### src/lbe_pkg.sv
// shared types and constants of the led brightness estimator
`timescale 1ns / 1ps

package lbe_pkg;

  // field widths
  localparam int unsigned TS_W     = 48;
  localparam int unsigned CUR_W    = 16;
  localparam int unsigned MC_W     = 15;
  localparam int unsigned WIN_W    = 32;
  localparam int unsigned CHARGE_W = 64;
  localparam int unsigned LEVEL_W  = 9;
  localparam int unsigned RATIO_W  = 17;
  localparam int unsigned DEN_W    = TS_W + MC_W;
  localparam int unsigned ROOT_W   = 32;
  localparam int unsigned CFG_W    = 32;

  // configuration register indexes
  localparam logic CFG_MAX_CURRENT    = 1'b0;
  localparam logic CFG_REFRESH_WINDOW = 1'b1;

  // reset values of the configuration registers
  localparam logic [MC_W-1:0]  MAX_CURRENT_RST    = 15'd30000;
  localparam logic [WIN_W-1:0] REFRESH_WINDOW_RST = 32'd1000000;

  // level arithmetic
  localparam logic [LEVEL_W-1:0] LEVEL_OFF     = 9'd25;
  localparam logic [15:0]        LEVEL_SPAN_SQ = 16'd65025;
  localparam logic [RATIO_W-1:0] RATIO_ONE     = 17'h1_0000;
  localparam logic [ROOT_W-1:0]  ROOT_BIT_TOP  = 32'h4000_0000;

  // input opcodes
  localparam logic OP_SAMPLE  = 1'b0;
  localparam logic OP_REFRESH = 1'b1;

  typedef struct packed {
    logic                    opcode;
    logic [TS_W-1:0]         time_stamp;
    logic signed [CUR_W-1:0] current_ua;
    logic                    running;
  } in_req_t;

  typedef struct packed {
    logic [LEVEL_W-1:0] brightness;
    logic               refreshed;
  } out_req_t;

endpackage

### src/lbe_ratio_sqrt.sv
// duty ratio divider, scaling and square root giving the new level
`timescale 1ns / 1ps

module lbe_ratio_sqrt (
  input  logic                              clk_i,
  input  logic                              rst_ni,
  input  logic                              start_i,
  input  logic [lbe_pkg::TS_W-1:0]          elapsed_i,
  input  logic [lbe_pkg::CHARGE_W-1:0]      charge_i,
  input  logic [lbe_pkg::MC_W-1:0]          max_current_i,
  output logic                              done_o,
  output logic [lbe_pkg::LEVEL_W-1:0]       level_o
);

  typedef enum logic [2:0] {
    ST_IDLE,
    ST_MUL,
    ST_CMP,
    ST_DIV,
    ST_SCALE,
    ST_SQRT
  } state_e;

  state_e                          state_q;
  logic [3:0]                      cnt_q;
  logic [lbe_pkg::DEN_W-1:0]       md_q;
  logic [lbe_pkg::MC_W-1:0]        mcs_q;
  logic [lbe_pkg::DEN_W-1:0]       den_q;
  logic [lbe_pkg::CHARGE_W-1:0]    num_q;
  logic [lbe_pkg::DEN_W-1:0]       rem_q;
  logic [15:0]                     quo_q;
  logic [lbe_pkg::RATIO_W-1:0]     ratio_q;
  logic [lbe_pkg::ROOT_W-1:0]      x_q;
  logic [lbe_pkg::ROOT_W-1:0]      res_q;
  logic [lbe_pkg::ROOT_W-1:0]      bit_q;
  logic                            done_q;
  logic [lbe_pkg::LEVEL_W-1:0]     level_q;

  logic [lbe_pkg::DEN_W:0]         rem2;
  logic                            div_ge;
  logic [lbe_pkg::ROOT_W:0]        trial;
  logic                            root_ge;
  logic [lbe_pkg::ROOT_W-1:0]      res_next;
  logic [lbe_pkg::ROOT_W-1:0]      scaled;

  // one restoring division step
  assign rem2   = {rem_q, 1'b0};
  assign div_ge = rem2 >= {1'b0, den_q};

  // one square root step, two bits of the radicand at a time
  assign trial    = {1'b0, res_q} + {1'b0, bit_q};
  assign root_ge  = {1'b0, x_q} >= trial;
  assign res_next = root_ge ? ((res_q >> 1) + bit_q) : (res_q >> 1);

  // ratio times the squared span, at most 65025 * 65536 so it fits 32 bits
  assign scaled = 32'(lbe_pkg::LEVEL_SPAN_SQ) * 32'(ratio_q);

  // sequencer and datapath registers
  always_ff @(posedge clk_i or negedge rst_ni) begin
    if (!rst_ni) begin
      state_q <= ST_IDLE;
      cnt_q   <= '0;
      done_q  <= 1'b0;
    end else begin
      done_q <= 1'b0;
      case (state_q)
        ST_IDLE: begin
          if (start_i) begin
            md_q    <= {{lbe_pkg::MC_W{1'b0}}, elapsed_i};
            mcs_q   <= (max_current_i == '0) ? lbe_pkg::MC_W'(1) : max_current_i;
            den_q   <= '0;
            num_q   <= charge_i;
            cnt_q   <= '0;
            state_q <= ST_MUL;
          end
        end
        // shift and add, one bit of the maximum current a cycle
        ST_MUL: begin
          if (mcs_q[0]) begin
            den_q <= den_q + md_q;
          end
          md_q  <= {md_q[lbe_pkg::DEN_W-2:0], 1'b0};
          mcs_q <= mcs_q >> 1;
          cnt_q <= cnt_q + 4'd1;
          if (cnt_q == 4'(lbe_pkg::MC_W - 1)) begin
            state_q <= ST_CMP;
          end
        end
        // ratio of one or more saturates
        ST_CMP: begin
          cnt_q <= '0;
          quo_q <= '0;
          if (num_q >= {1'b0, den_q}) begin
            ratio_q <= lbe_pkg::RATIO_ONE;
            state_q <= ST_SCALE;
          end else begin
            rem_q   <= num_q[lbe_pkg::DEN_W-1:0];
            state_q <= ST_DIV;
          end
        end
        // sixteen quotient bits, one a cycle
        ST_DIV: begin
          rem_q <= div_ge ? lbe_pkg::DEN_W'(rem2 - {1'b0, den_q})
                          : rem2[lbe_pkg::DEN_W-1:0];
          quo_q <= {quo_q[14:0], div_ge};
          cnt_q <= cnt_q + 4'd1;
          if (cnt_q == 4'd15) begin
            ratio_q <= {1'b0, quo_q[14:0], div_ge};
            state_q <= ST_SCALE;
          end
        end
        ST_SCALE: begin
          x_q     <= scaled;
          res_q   <= '0;
          bit_q   <= lbe_pkg::ROOT_BIT_TOP;
          cnt_q   <= '0;
          state_q <= ST_SQRT;
        end
        ST_SQRT: begin
          if (root_ge) begin
            x_q <= x_q - trial[lbe_pkg::ROOT_W-1:0];
          end
          res_q <= res_next;
          bit_q <= bit_q >> 2;
          cnt_q <= cnt_q + 4'd1;
          if (cnt_q == 4'd15) begin
            level_q <= {1'b0, res_next[15:8]} + lbe_pkg::LEVEL_OFF;
            done_q  <= 1'b1;
            state_q <= ST_IDLE;
          end
        end
        default: begin
          state_q <= ST_IDLE;
        end
      endcase
    end
  end

  assign done_o  = done_q;
  assign level_o = level_q;

endmodule

### src/led_brightness_estimator.sv
// led brightness estimator top level: bit-serial charge accumulation and control
//
//   channel | direction | handshake               | payload
//   --------+-----------+-------------------------+-------------------------------
//   in      | sink      | in_valid_i / in_stall_o | in_data_i  (lbe_pkg::in_req_t)
//   out     | source    | out_valid_o / out_stall_i | out_data_o (lbe_pkg::out_req_t)
//   cfg     | sink      | cfg_valid_i / cfg_ready_o | cfg_index_i, cfg_data_i
//
// one item at a time. a stopped refresh skips the bit-serial pass; a sample or a running
// refresh goes through the bit-serial pass over the charge accumulator, lsb first.
// a refresh that recomputes the level also runs the ratio unit (15 multiply, 16 divide
// and 16 square root steps; the divide steps are skipped when the ratio saturates).
// reset clears the time stamp, current and accumulator state and loads the level 25; no clearing pass is needed.
// a finished result sits in the output register while the next request is taken;
// a stalled output holds the following result back until it is taken.
`timescale 1ns / 1ps

module led_brightness_estimator (
  input  logic                          clk_i,
  input  logic                          rst_ni,
  input  logic                          in_valid_i,
  output logic                          in_stall_o,
  input  lbe_pkg::in_req_t              in_data_i,
  output logic                          out_valid_o,
  input  logic                          out_stall_i,
  output lbe_pkg::out_req_t             out_data_o,
  input  logic                          cfg_valid_i,
  output logic                          cfg_ready_o,
  input  logic                          cfg_index_i,
  input  logic [lbe_pkg::CFG_W-1:0]     cfg_data_i
);

  typedef enum logic [1:0] {
    ST_IDLE,
    ST_CHARGE,
    ST_CALC,
    ST_DONE
  } state_e;

  state_e                              state_q;
  logic [5:0]                          cnt_q;
  logic                                op_q;
  logic signed [lbe_pkg::CUR_W-1:0]    cur_q;
  logic [lbe_pkg::TS_W-1:0]            now_q;
  logic [lbe_pkg::TS_W-1:0]            prev_q;
  logic signed [lbe_pkg::CUR_W-1:0]    last_q;
  logic [lbe_pkg::TS_W-1:0]            elapsed_q;
  logic [lbe_pkg::CHARGE_W-1:0]        charge_q;
  logic [lbe_pkg::LEVEL_W-1:0]         level_q;
  logic                                borrow_q;
  logic                                ecarry_q;
  logic                                ccarry_q;
  logic [lbe_pkg::MC_W-1:0]            macc_q;
  logic                                gt_q;
  logic                                refreshed_q;
  logic                                start_q;
  logic [lbe_pkg::MC_W-1:0]            max_current_q;
  logic [lbe_pkg::WIN_W-1:0]           window_q;
  logic                                out_valid_q;
  lbe_pkg::out_req_t                   out_data_q;

  logic                                in_acc;
  logic                                out_free;
  logic                                in_lo;
  logic                                p_bit;
  logic                                borrow_d;
  logic [lbe_pkg::MC_W-1:0]            mcand;
  logic [lbe_pkg::MC_W:0]              mac_sum;
  logic                                prod_bit;
  logic                                e_bit;
  logic                                ecarry_d;
  logic                                c_bit;
  logic                                ccarry_d;
  logic                                w_bit;
  logic                                gt_d;
  logic                                calc_done;
  logic [lbe_pkg::LEVEL_W-1:0]         calc_level;

  assign in_acc     = in_valid_i && !in_stall_o;
  assign in_stall_o = (state_q != ST_IDLE);
  assign out_free   = !out_valid_q || !out_stall_i;
  assign cfg_ready_o = 1'b1;

  // bits of the time stamp still to come
  assign in_lo = (cnt_q < 6'(lbe_pkg::TS_W));

  // serial period: now minus previous time stamp
  assign p_bit    = in_lo & (now_q[0] ^ prev_q[0] ^ borrow_q);
  assign borrow_d = (!now_q[0] && (prev_q[0] || borrow_q)) || (prev_q[0] && borrow_q);

  // serial-parallel product of the previous current, if positive, and the period
  assign mcand    = (!last_q[lbe_pkg::CUR_W-1] && (last_q != '0))
                    ? last_q[lbe_pkg::MC_W-1:0] : '0;
  assign mac_sum  = {1'b0, macc_q} + (p_bit ? {1'b0, mcand} : '0);
  assign prod_bit = mac_sum[0];

  // serial adders for the elapsed ticks and the charge
  assign e_bit    = elapsed_q[0] ^ p_bit ^ ecarry_q;
  assign ecarry_d = (elapsed_q[0] & p_bit) | (elapsed_q[0] & ecarry_q) | (p_bit & ecarry_q);
  assign c_bit    = charge_q[0] ^ prod_bit ^ ccarry_q;
  assign ccarry_d = (charge_q[0] & prod_bit) | (charge_q[0] & ccarry_q) |
                    (prod_bit & ccarry_q);

  // serial compare of the new elapsed ticks against the window
  assign w_bit = (cnt_q < 6'(lbe_pkg::WIN_W)) ? window_q[cnt_q[4:0]] : 1'b0;
  assign gt_d  = (e_bit != w_bit) ? e_bit : gt_q;

  // configuration registers
  always_ff @(posedge clk_i or negedge rst_ni) begin
    if (!rst_ni) begin
      max_current_q <= lbe_pkg::MAX_CURRENT_RST;
      window_q      <= lbe_pkg::REFRESH_WINDOW_RST;
    end else if (cfg_valid_i && cfg_ready_o) begin
      case (cfg_index_i)
        lbe_pkg::CFG_MAX_CURRENT:    max_current_q <= cfg_data_i[lbe_pkg::MC_W-1:0];
        lbe_pkg::CFG_REFRESH_WINDOW: window_q      <= cfg_data_i;
        default: ;
      endcase
    end
  end

  // control, serial datapath and output register
  always_ff @(posedge clk_i or negedge rst_ni) begin
    if (!rst_ni) begin
      state_q     <= ST_IDLE;
      cnt_q       <= '0;
      prev_q      <= '0;
      last_q      <= '0;
      elapsed_q   <= '0;
      charge_q    <= '0;
      level_q     <= lbe_pkg::LEVEL_OFF;
      refreshed_q <= 1'b0;
      start_q     <= 1'b0;
      out_valid_q <= 1'b0;
    end else begin
      start_q <= 1'b0;
      if (out_valid_q && !out_stall_i) begin
        out_valid_q <= 1'b0;
      end
      case (state_q)
        ST_IDLE: begin
          if (in_acc) begin
            op_q        <= in_data_i.opcode;
            cur_q       <= in_data_i.current_ua;
            refreshed_q <= 1'b0;
            if (in_data_i.opcode == lbe_pkg::OP_REFRESH && !in_data_i.running) begin
              // stopped: clear and switch off
              charge_q  <= '0;
              elapsed_q <= '0;
              level_q   <= lbe_pkg::LEVEL_OFF;
              state_q   <= ST_DONE;
            end else begin
              now_q    <= in_data_i.time_stamp;
              cnt_q    <= '0;
              borrow_q <= 1'b0;
              ecarry_q <= 1'b0;
              ccarry_q <= 1'b0;
              macc_q   <= '0;
              gt_q     <= 1'b0;
              state_q  <= ST_CHARGE;
            end
          end
        end
        // one bit of every accumulator a cycle, lsb first; the 48-bit ones only while time stamp bits remain
        ST_CHARGE: begin
          cnt_q    <= cnt_q + 6'd1;
          macc_q   <= mac_sum[lbe_pkg::MC_W:1];
          ccarry_q <= ccarry_d;
          charge_q <= {c_bit, charge_q[lbe_pkg::CHARGE_W-1:1]};
          if (in_lo) begin
            now_q     <= now_q >> 1;
            prev_q    <= {now_q[0], prev_q[lbe_pkg::TS_W-1:1]};
            borrow_q  <= borrow_d;
            ecarry_q  <= ecarry_d;
            elapsed_q <= {e_bit, elapsed_q[lbe_pkg::TS_W-1:1]};
            gt_q      <= gt_d;
          end
          // elapsed ticks saturate; a saturated count always passes the window
          if (cnt_q == 6'(lbe_pkg::TS_W - 1) && ecarry_d) begin
            elapsed_q <= '1;
            gt_q      <= 1'b1;
          end
          if (cnt_q == 6'(lbe_pkg::CHARGE_W - 1)) begin
            if (ccarry_d) begin
              charge_q <= '1;
            end
            last_q <= cur_q;
            if (op_q == lbe_pkg::OP_REFRESH && gt_q) begin
              start_q <= 1'b1;
              state_q <= ST_CALC;
            end else begin
              state_q <= ST_DONE;
            end
          end
        end
        // the ratio unit has taken the sums at start, so they clear now
        ST_CALC: begin
          if (start_q) begin
            charge_q  <= '0;
            elapsed_q <= '0;
          end
          if (calc_done) begin
            level_q     <= calc_level;
            refreshed_q <= 1'b1;
            state_q     <= ST_DONE;
          end
        end
        ST_DONE: begin
          if (out_free) begin
            out_valid_q           <= 1'b1;
            out_data_q.brightness <= level_q;
            out_data_q.refreshed  <= refreshed_q;
            state_q               <= ST_IDLE;
          end
        end
        default: begin
          state_q <= ST_IDLE;
        end
      endcase
    end
  end

  // ratio, square root and level
  lbe_ratio_sqrt u_ratio_sqrt (
    .clk_i         (clk_i),
    .rst_ni        (rst_ni),
    .start_i       (start_q),
    .elapsed_i     (elapsed_q),
    .charge_i      (charge_q),
    .max_current_i (max_current_q),
    .done_o        (calc_done),
    .level_o       (calc_level)
  );

  assign out_valid_o = out_valid_q;
  assign out_data_o  = out_data_q;

endmodule

### config.mk
export PLATFORM = sky130hd
export DESIGN_NAME = led_brightness_estimator
export DESIGN_NICKNAME = d
export VERILOG_FILES = /design/src/lbe_pkg.sv /design/src/lbe_ratio_sqrt.sv /design/src/led_brightness_estimator.sv
export SDC_FILE = /design/constraint.sdc
export NUM_CORES = 2
export LEC_CHECK = 0
export BUFFER_PORTS_ARGS = -buffer_cell sky130_fd_sc_hd__buf_2
export CAP_MARGIN = 5
export CORE_ASPECT_RATIO = 1.25
export CORE_MARGIN = 5
export CORE_UTILIZATION = 35
export CTS_CLUSTER_SIZE = 16
export DETAILED_ROUTE_END_ITERATION = 12
export MAX_ROUTING_LAYER = met4
export PLACE_DENSITY = 0.53
export REMOVE_ABC_BUFFERS = 1
export SYNTH_ARGS = -nofsm -noshare
export SYNTH_HDL_FRONTEND = slang
export SYNTH_SLANG_ARGS = --single-unit
### constraint.sdc
create_clock -name clk_i -period 24.1 [get_ports clk_i]
set_clock_uncertainty 0.05 [all_clocks]
set_input_delay 0 -clock clk_i [delete_from_list [all_inputs] [get_ports clk_i]]
set_output_delay 0 -clock clk_i [all_outputs]
set_load 0.02 [all_outputs]
==> impl_metrics.env <==
export IMPL_min_period_ps=6665
export IMPL_min_to="window_q[12]$_DFFE_PN0P_"
export IMPL_port_buffers=115
export IMPL_synthCells=4386
export IMPL_ys_async_sr_fraction_pct=34.20
export IMPL_ys_types=94
export IMPL_final_max_slew_viol_count=0
export IMPL_cp_required_ps=24470
export IMPL_critPathLaunchType="flip-flop"
export IMPL_critPathKind="reg2reg"
export IMPL_ant_nets=0
export IMPL_rsz0062_at_grt="no"
export IMPL_status="finished, final reports clean"
export IMPL_wl_per_cell_um=17.41
export IMPL_initial_core_util_pct=35.17
export IMPL_syn_area_per_cell_um2=10.29
export IMPL_synth_area_leaders="edfxtp_1 32%, dfrtp_1 13%, ha_1 10%, nand2_1 4.6%, o21ai_0 4.4%"
export IMPL_irDropWorstVdd_mv=0.06640
export IMPL_ff_latch_area_um2=20810
export IMPL_finish_instance_area_um2=51860
export IMPL_grtUsageTotal_pct=16.55
export IMPL_p_int_mw=2.167
export IMPL_final_layout_size_suffix_gt1_share_pct=11.25
export IMPL_reg2reg_from="u_ratio_sqrt.res_q[2]$_SDFFCE_PN0P_"
export IMPL_viasPerCell=5.100
export IMPL_crit_path_end_kind="flip-flop"
export IMPL_gp_congestion=0.8339
export IMPL_clk_latency_ps=670
export IMPL_root_buffer="clkbuf_16"
export IMPL_synthFlopType="edfxtp_1"
export IMPL_syn_area_um2=45150
export IMPL_period_share_pct=27.65
export IMPL_syn_to_final_growth_pct=14.86
export IMPL_wl_um=111000
export IMPL_grt_overflow_total=0
export IMPL_vias=32510
export IMPL_hold_viol=0
export IMPL_grt_pass1_vias=33340
export IMPL_synth_seq_cells=734
export IMPL_rr_worst_depth=27
export IMPL_cts_clk_slew_worst_paths_ps=60
export IMPL_r2r_end="u_ratio_sqrt.level_o[6]$_DFFE_PP_"
export IMPL_std_cell_rows=147
export IMPL_cp_max_fo=47
export IMPL_max_freq_mhz=150.0
export IMPL_post_dp_cell_area_um2=47490
export IMPL_yosysMostFrequentCell="nand2_1"
export IMPL_dr_pass1_iters=5
export IMPL_die_y_um=411.6
export IMPL_nets=5131
export IMPL_cts_max_level=3
export IMPL_hp_start="cfg_data_i[12]"
export IMPL_cts_made_buffers=83
export IMPL_ys_top_cells_by_count="549 x nand2_1, 483 x edfxtp_1, 400 x o21ai_0, 367 x ha_1, 319 x nor2_1"
export IMPL_ios=117
export IMPL_grt_max_degree=108
export IMPL_cts_setup_buffers=0
export IMPL_clk_path_buf_depth=3
export IMPL_clockPowerShare_pct=48.0
export IMPL_grt_pass1_wl_um=180300
export IMPL_cts_tree="yes"
export IMPL_drt_first_iter_violations=1739
export IMPL_synth_top_area_share_pct=32.12
export IMPL_crit_arrival_ps=7030
export IMPL_max_slew_margin_pct=19.54
export IMPL_multi_input_area_um2=22770
export IMPL_p_switching_uw=584.9
export IMPL_seq_area_frac_synth_pct=46.08
export IMPL_synth_edff_count=483
export IMPL_cts_num_sinks=734
export IMPL_dp_hpwl_um=80480
export IMPL_cts_resized=0
export IMPL_tightest_slew_ps=1203
export IMPL_grt_antenna_before_repair=12
export IMPL_nFillCells=12660
export IMPL_r2r_slack_ps=17440
export IMPL_core_area_um2=128400
export IMPL_setup_violations=0
export IMPL_synth_largest_area_cell="edfxtp_1"
export IMPL_leakage_nw=22.64
export IMPL_min_path_cells=3
export IMPL_powerDensity_nw_per_um2=53.06
export IMPL_die_w_um=331.2
export IMPL_drv_cap=0
export IMPL_die_area_um2=136300
export IMPL_switching_share_pct=21.26
export IMPL_hold_path_class="in2reg"
export IMPL_yosysWarnings=0
export IMPL_tns_ps=0
export IMPL_combPwrFrac_pct=2.7
export IMPL_seqPwrFrac_pct=49.3
export IMPL_drcViolationCount=0
## metal layers
metal  up-vias  global-route usage [%]  wire [µm]
met1     15700                   21.66      52450
li1      16130                       -          -
met2       506                   26.97      51880
met3       173                   2.103       3644
met4         0                   5.248       2986
met5         -                       -          0
## worst max-delay path, stage by stage (launching register included)
cell and delay, ps:
edfxtp_1 450, ha_1 350, a31oi_1 290, o21ba_2 220, o21bai_1 120, a31oi_1 320, o21ai_0 210, a31oi_1 290
o21bai_1 170, a21o_1 270, a211oi_1 390, o21bai_1 140, xnor2_1 140, ha_1 360, nand4_1 140, nor2_1 190
and3_1 180, o31ai_1 70, nand4b_1 140, o211a_1 150, buf_4 410, o21ai_0 220, xnor2_1 190, ha_1 220
nor2b_1 150, nor3b_1 290, nor2_1 110, xnor2_1 130
## state kept, by name (all words and copies together), names as in the netlist, 17 cells and up
signal                flops
u_ratio_sqrt.md_q        63
elapsed_q                48
u_ratio_sqrt.ratio_q     17
charge_q                 64
u_ratio_sqrt.den_q       63
u_ratio_sqrt.res_q       32
prev_q                   48
now_q                    48
u_ratio_sqrt.num_q       64
u_ratio_sqrt.rem_q       63
u_ratio_sqrt.x_q         32
window_q                 32
## how the worst max path moves through the flow
stage / slack, ps / endpoint / from
after floorplan: 16070 / elapsed_q[0]$_DFFE_PN0P_ / state_q[1]$_DFFE_PN0P_
after global placement: 17520 / u_ratio_sqrt.level_o[6]$_DFFE_PP_ / u_ratio_sqrt.res_q[2]$_SDFFCE_PN0P_
after detailed placement: 17430 / u_ratio_sqrt.level_o[6]$_DFFE_PP_ / u_ratio_sqrt.res_q[2]$_SDFFCE_PN0P_
after CTS: 17400 / u_ratio_sqrt.level_o[6]$_DFFE_PP_ / u_ratio_sqrt.res_q[2]$_SDFFCE_PN0P_
after global routing: 16820 / u_ratio_sqrt.level_o[6]$_DFFE_PP_ / u_ratio_sqrt.res_q[2]$_SDFFCE_PN0P_
final: 17440 / u_ratio_sqrt.level_o[6]$_DFFE_PP_ / u_ratio_sqrt.res_q[2]$_SDFFCE_PN0P_
## metrics by stage
step | std cells | utilization (%) | hold slack (ps) | total power [mW] | setup slack, ps
4_1_cts | 6371 | 40.39 | 12.64 | 2.789 | 17400
3_5_place_dp | 6065 | 36.99 | -48.13 | 1.429 | 17430
6_report | 6374 | 40.40 | 94.29 | 2.752 | 17440
5_1_grt | 6374 | 40.40 | 56.23 | 2.848 | 16820
2_1_floorplan | 4205 | - | -345.6 | 1.402 | 16070
3_3_place_gp | 6065 | 36.99 | -45.78 | 1.427 | 17520
## cell families after synthesis
| logic type | count (synthesis) | share of synthesized area, % |
|---|---|---|
| multiplexers | 191 | 4.949 |
| AND/OR/NAND/NOR | 1278 | 12.72 |
| buffers and inverters | 429 | 3.708 |
| AO/OA/AOI/OAI | 1082 | 14.67 |
| adder cells (fa/ha/maj) | 439 | 13.36 |
| XOR/XNOR | 232 | 4.500 |
| other | 1 | 0.008306 |
| flip-flops | 734 | 46.08 |
## area by class of cell
type,count,share of cell area (%)
diodes,3,0.01448
clock buffers,109,4.492
clock inverters,46,0.9675
inverters,248,1.795
multi-input cells,3223,43.91
flip-flops and latches,734,40.12
well taps,1713,4.133
repair buffers,298,4.565
## what timing repair did
item	4_1_cts	5_1_grt
endpoints found under the hold margin	330	0
hold buffers	151	0
setup endpoints to repair	0	0
## power by group through the flow
| stage | clock network [mW] | logic (mW) | registers [mW] |
|---|---|---|---|
| finish | 1.32 | 0.0742 | 1.36 |
| global route | 1.41 | 0.0815 | 1.36 |
| CTS | 1.36 | 0.0739 | 1.36 |
| detailed placement | 0 | 0.0475 | 1.38 |
| floorplan | 0 | 0.0234 | 1.38 |
| global placement | 0 | 0.0461 | 1.38 |
## cell usage in the layout (no fill, tap or decap), types with 111 or more instances in the layout
| cell | n |
|---|---|
| a21o_1 | 111 |
| a21oi_1 | 267 |
| buf_2 | 114 |
| dfrtp_1 | 234 |
| dlygate4sd3_1 | 150 |
| edfxtp_1 | 483 |
| ha_1 | 366 |
| inv_1 | 245 |
| mux2_2 | 158 |
| nand2_1 | 548 |
| nor2_1 | 317 |
| o21ai_0 | 400 |
| xnor2_1 | 130 |
(Power assumes the default switching activity.)
